--- config.mk ---
export PLATFORM = sky130hd
export DESIGN_NAME = iaisd_cell
export DESIGN_NICKNAME = d
export VERILOG_FILES = /design/src/hw/rtl/iaisd_pkg.sv /design/src/hw/rtl/iaisd_cell.sv
export SDC_FILE = /design/constraint.sdc
export NUM_CORES = 1
export LEC_CHECK = 0
export ABC_AREA = 1
export ABC_CLOCK_PERIOD_IN_PS = 4400
export BUFFER_PORTS_ARGS = -buffer_cell sky130_fd_sc_hd__clkbuf_2
export CAP_MARGIN = 20
export CORE_AREA = 2 2 168 170
export CTS_CLUSTER_SIZE = 20
export DETAILED_ROUTE_END_ITERATION = 12
export DIE_AREA = 0 0 170 172
export HOLD_SLACK_MARGIN = 0.12
export PLACE_DENSITY = 0.67
export REMOVE_ABC_BUFFERS = 1
export SLEW_MARGIN = 5
export SYNTH_ARGS = -nofsm -noshare
export SYNTH_HDL_FRONTEND = slang
export SYNTH_SLANG_ARGS = --single-unit
--- constraint.sdc ---
create_clock -name clk -period 4.4 [get_ports clk]
set_clock_uncertainty 0.05 [all_clocks]
set_input_delay 0.44 -clock clk [delete_from_list [all_inputs] [get_ports clk]]
set_output_delay 0.44 -clock clk [all_outputs]
set_load 0.01 [all_outputs]
--- src/hw/rtl/iaisd_pkg.sv ---
// Package for the indexed array list block: field widths, command, status,
// edit and state codes, and the structs passed along the row of cells.
// No dependencies.
`timescale 1ns / 1ps

package iaisd_pkg;

	localparam int unsigned DATA_W    = 32;
	localparam int unsigned POS_W     = 6;
	localparam int unsigned CNT_OUT_W = 7;
	localparam int unsigned SUM_W     = 38;

	typedef enum logic [2:0] {
		CMD_APPEND    = 3'd0,
		CMD_INSERT    = 3'd1,
		CMD_DELETE    = 3'd2,
		CMD_OVERWRITE = 3'd3,
		CMD_READ      = 3'd4,
		CMD_SEARCH    = 3'd5
	} cmd_t;

	typedef enum logic [2:0] {
		ST_OK       = 3'd0,
		ST_BADPOS   = 3'd1,
		ST_EMPTY    = 3'd2,
		ST_FULL     = 3'd3,
		ST_NOTFOUND = 3'd4
	} status_t;

	typedef enum logic [1:0] {
		EDIT_NONE,
		EDIT_INSERT,
		EDIT_DELETE,
		EDIT_WRITE
	} edit_op_t;

	typedef enum logic [1:0] {
		S_IDLE,
		S_EDIT,
		S_SWEEP,
		S_DONE
	} state_t;

	// Edit command and data word broadcast to every cell.
	typedef struct packed {
		edit_op_t            op;
		logic [DATA_W-1:0]   value;
	} cell_ctrl_t;

	// Running partial results handed from one cell to the next.
	typedef struct packed {
		logic                any;
		logic [SUM_W-1:0]    sum;
		logic [DATA_W-1:0]   max_v;
		logic [DATA_W-1:0]   min_v;
		logic                found;
		logic [POS_W-1:0]    fpos;
		logic [DATA_W-1:0]   rd;
	} carry_t;

	localparam carry_t CARRY_INIT = '0;

endpackage

--- src/hw/rtl/iaisd_cell.sv ---
// One cell of the array row: holds one entry, applies shift and write edits,
// and folds its entry into the partial results passed to the right neighbor.
// Depends on iaisd_pkg.
`timescale 1ns / 1ps

module iaisd_cell import iaisd_pkg::*; #(
	parameter int unsigned INDEX = 0,
	parameter int unsigned CNT_W = 7,
	parameter int unsigned PW    = 7
) (
	input  logic              clk,
	input  cell_ctrl_t        ctrl,
	input  logic [PW-1:0]     pos,
	input  logic [CNT_W-1:0]  count,
	input  logic [DATA_W-1:0] left_entry,
	input  logic [DATA_W-1:0] right_entry,
	input  carry_t            carry_in,
	output logic [DATA_W-1:0] entry,
	output carry_t            carry_out
);

	localparam logic [PW-1:0]    IDX   = PW'(INDEX);
	localparam logic [CNT_W-1:0] IDX_C = CNT_W'(INDEX);
	localparam logic [POS_W-1:0] IDX_P = POS_W'(INDEX);

	logic [DATA_W-1:0] entry_q, entry_d;
	carry_t            carry_q, carry_d;
	logic              valid;
	logic [SUM_W-1:0]  entry_ext;

	// Entry update: insert moves entries right, delete moves them left, write sets one.
	always_comb begin
		entry_d = entry_q;
		case (ctrl.op)
			EDIT_INSERT: begin
				if (IDX > pos) begin
					entry_d = left_entry;
				end else if (IDX == pos) begin
					entry_d = ctrl.value;
				end
			end
			EDIT_DELETE: begin
				if (IDX >= pos) begin
					entry_d = right_entry;
				end
			end
			EDIT_WRITE: begin
				if (IDX == pos) begin
					entry_d = ctrl.value;
				end
			end
			default: begin
				entry_d = entry_q;
			end
		endcase
	end

	// Fold this entry into the running sum, extremes, search and read results.
	assign valid     = (IDX_C < count);
	assign entry_ext = {{(SUM_W-DATA_W){entry_q[DATA_W-1]}}, entry_q};

	always_comb begin
		carry_d = carry_in;
		if (valid) begin
			carry_d.any = 1'b1;
			carry_d.sum = carry_in.sum + entry_ext;
			if (!carry_in.any || ($signed(entry_q) > $signed(carry_in.max_v))) begin
				carry_d.max_v = entry_q;
			end
			if (!carry_in.any || ($signed(entry_q) < $signed(carry_in.min_v))) begin
				carry_d.min_v = entry_q;
			end
			if (!carry_in.found && (entry_q == ctrl.value)) begin
				carry_d.found = 1'b1;
				carry_d.fpos  = IDX_P;
			end
		end
		if (IDX == pos) begin
			carry_d.rd = entry_q;
		end
	end

	// Entry and partial results are payload and need no reset.
	always_ff @(posedge clk) begin
		entry_q <= entry_d;
		carry_q <= carry_d;
	end

	assign entry     = entry_q;
	assign carry_out = carry_q;

endmodule

==> flow_summary_export.csv <==
group,metric,value,unit
power,pwr-share-seq,39.6,%
place,hpwl,30670,um
power,p_int,3254,uW
logic_synthesis,postSynthAreaPerCell,7.104,um^2
clock_network,cts_tree,"built",
global_routing,grt_pass1_wl,58680,um
logic_synthesis,syn_inst,1499,
floorplanning,die_h,172,um
final_layout,area_growth,28.96,%
timing,worst_pin_slew,0.8766,ns
logic_synthesis,synth_ff_type,"dfxtp_1",
route,dr.pass1.iters,5,
final_layout,fin_nets,2255,
setup_path,path_class,"reg -> reg",
timing,slew_headroom,41.56,%
place,place.gp.congestion,0.8849,
global_routing,grt-ovfl-total,0,
floorplanning,io_pins,429,
timing,finalSetupTns,0,ns
route,vias,11330,
final_layout,final_core_util,49.98,%
logic_synthesis,ys_seq_elements,174,
final_layout,multi_input_area,6127,um^2
worst_hold_path,hp-class,"in -> reg",
logic_synthesis,yosysSeqAreaShare,35.72,%
route,wl_per_cell,17.58,um
setup_path,end_kind,"register",
power,worst_ir_drop_vdd,0.1721,mV
timing,hold_slack,0.1376,ns
global_routing,grtUsageTotal,26.59,%
final_layout,seq_area,3804,um^2
route,drc_errors,0,
timing,rsz0062_at_grt,"no",
floorplanning,start_util,38.76,%
setup_path,critical_path_arrival,3.41,ns
clock_network,htree_levels,4,
final_layout,nFillCells,2786,
floorplanning,dieWidth,170,um
power,power.density,366.0,nW/um^2
clock_network,root_buffer,"clkbuf_16",
power,p_clk_share,31.8,%
route,viasPerCell,5.015,
setup_path,crit_required,4.68,ns
clock_network,cts_made_buffers,17,
clock_network,postCtsSetupRepairBufs,0,
timing,fmax,319.6,MHz
global_routing,antenna_found_initial,4,
route,detail-route-antenna-nets,0,
setup_path,setup.worst_path.start_class,"register",
logic_synthesis,netlist_area,10650,um^2
power,swShare,35.25,%
global_routing,grt_pass1_vias,10590,
timing,setup_viol,0,
timing,period_needed,3.129,ns
clock_network,path_clk_slew,0.08,ns
timing,fin_crit_sh,71.12,%
logic_synthesis,synth_enable_flop_cells,32,
floorplanning,placementRows,61,
power,power,5026,uW
clock_network,cts_sinks,174,
global_routing,grt_max_degree,72,
setup_path,timing.critical_path.fanout_max,33,
route,routed_wl,39740,um
clock_network,clock_path_buffers,2,
floorplanning,dieArea,29240,um^2
logic_synthesis,synth_cell_types,43,
power,comb_power_share,28.6,%
job,maxCapViolCount,0,
floorplanning,coreArea,27480,um^2
route,drt_iter0_markers,723,
outcome,outcome,"complete, no violations",
place,port_buffers,396,
timing,drv_slew,0,
final_layout,drive_above_1_share,25.21,%
power,p_leak,0.007322,uW
logic_synthesis,ys_async_sr_fraction,0,%
clock_network,worstSkewPairLatency,0.45,ns
power,p_sw,1771,uW
timing,hold_viol_final,0,
logic_synthesis,yosys_warnings,0,
synth_stat cells (3+ instances only):
cell / count / area, um^2
nand2_1: 506 / 1899
dfxtp_1: 142 / 2843
inv_1: 130 / 488.0
o21ai_0: 110 / 550.5
nand3_1: 101 / 505.5
ha_1: 100 / 1251
nor2_1: 98 / 367.9
a21oi_1: 90 / 450.4
xnor2_1: 37 / 324.1
edfxtp_1: 32 / 960.9
clkbuf_1: 27 / 101.4
nor3_1: 13 / 65.06
nand2_2: 12 / 75.07
nand3b_1: 9 / 67.56
xor2_1: 8 / 70.07
o21a_1: 7 / 52.55
or2_2: 7 / 43.79
buf_4: 6 / 45.04
nand4_1: 6 / 37.54
nor4_1: 6 / 37.54
o21ai_1: 6 / 30.03
buf_1: 5 / 18.77
buf_6: 5 / 56.30
a21o_1: 4 / 30.03
o21bai_1: 4 / 30.03
buf_2: 3 / 15.01
nand2_4: 3 / 33.78
per-layer routing:
metal	share of wire [%]	track usage, %
met3	7.2	5.356
met4	2.3	9.439
met5	0.033	0
met1	43	33.28
met2	47	45.61
through the flow:
stage          worst slack (ns)  area (um^2)  instances
3_5_place_dp              1.355        12970       2211
3_3_place_gp              1.422        12970       2211
5_1_grt                   1.078        13730       2259
2_1_floorplan            0.3955        10400       1452
6_report                  1.271        13730       2260
4_1_cts                   1.316        13700       2257
power groups by stage:
| stage | Clock (uW) | Sequential (uW) | Combinational [uW] |
|---|---|---|---|
| after floorplan | 0 | 2110 | 688 |
| after global placement | 0 | 2020 | 1400 |
| after CTS | 1610 | 1990 | 1440 |
| after global routing | 1670 | 2010 | 1610 |
| after detailed placement | 0 | 2030 | 1420 |
| final | 1600 | 1990 | 1440 |
logic make-up (layout without fill, tap and decap cells):
logic type | Yosys count | count (layout) | share of synthesized area (%)
other | 0 | 2 | 0
and+or+nand+nor | 769 | 769 | 30.09
adders and majority gates | 101 | 101 | 11.94
buffers and inverters | 179 | 592 | 7.014
AOI/OAI and AO/OA | 231 | 231 | 11.54
xor gates and xnor gates | 45 | 45 | 3.701
DFF | 174 | 174 | 35.72
final cells by class:
class / count / share of cell area [%]
Multi-Input combinational cell: 1146 / 44.62
Sequential cell: 174 / 27.70
Timing Repair Buffer: 428 / 16.58
Inverter: 132 / 3.608
Clock buffer: 18 / 3.198
Tap cell: 346 / 3.152
Clock inverter: 14 / 1.112
Antenna cell: 2 / 0.03644
registers in the layout, indices dropped and copies added, names as in the netlist:
signal / cells
entry: 32
carry_out: 142
timing repair:
item                                   CTS  global route
endpoints found under the hold margin   14             0
hold buffers                            14             0
gates resized for setup                  0             0
worst max-delay path, cell delays in order (launching register included):
cell and delay (ns):
edfxtp_1 0.60, ha_1 0.37, nand2_1 0.06, nor2_1 0.29, nand3_1 0.11, and3b_1 0.29
nand2_1 0.07, nand3_1 0.08, nand3_2 0.09, nand2_4 0.37, nand2_4 0.37, nand2_1 0.17
nand2_1 0.06
placed cells by master, fill, tap and decap left out, types with 32 or more instances in the layout:
| cell type | n |
|---|---|
| nand2_1 | 504 |
| clkbuf_2 | 396 |
| dfxtp_1 | 142 |
| inv_1 | 129 |
| o21ai_0 | 110 |
| nand3_1 | 101 |
| ha_1 | 100 |
| nor2_1 | 97 |
| a21oi_1 | 90 |
| xnor2_1 | 37 |
| edfxtp_1 | 32 |
final timing paths:
kind | startpoint | endpoint | slack, ns | cells after the start
max reg2reg | entry[22] | carry_out[83] | 1.27 | 12
min reg2reg | entry[20] | carry_out[20] | 0.61 | 3
max | entry[22] | carry_out[83] | 1.27 | 12
min | carry_in[26] | carry_out[26] | 0.14 | 3
No activity file was read; power rests on OpenSTA's default activity.
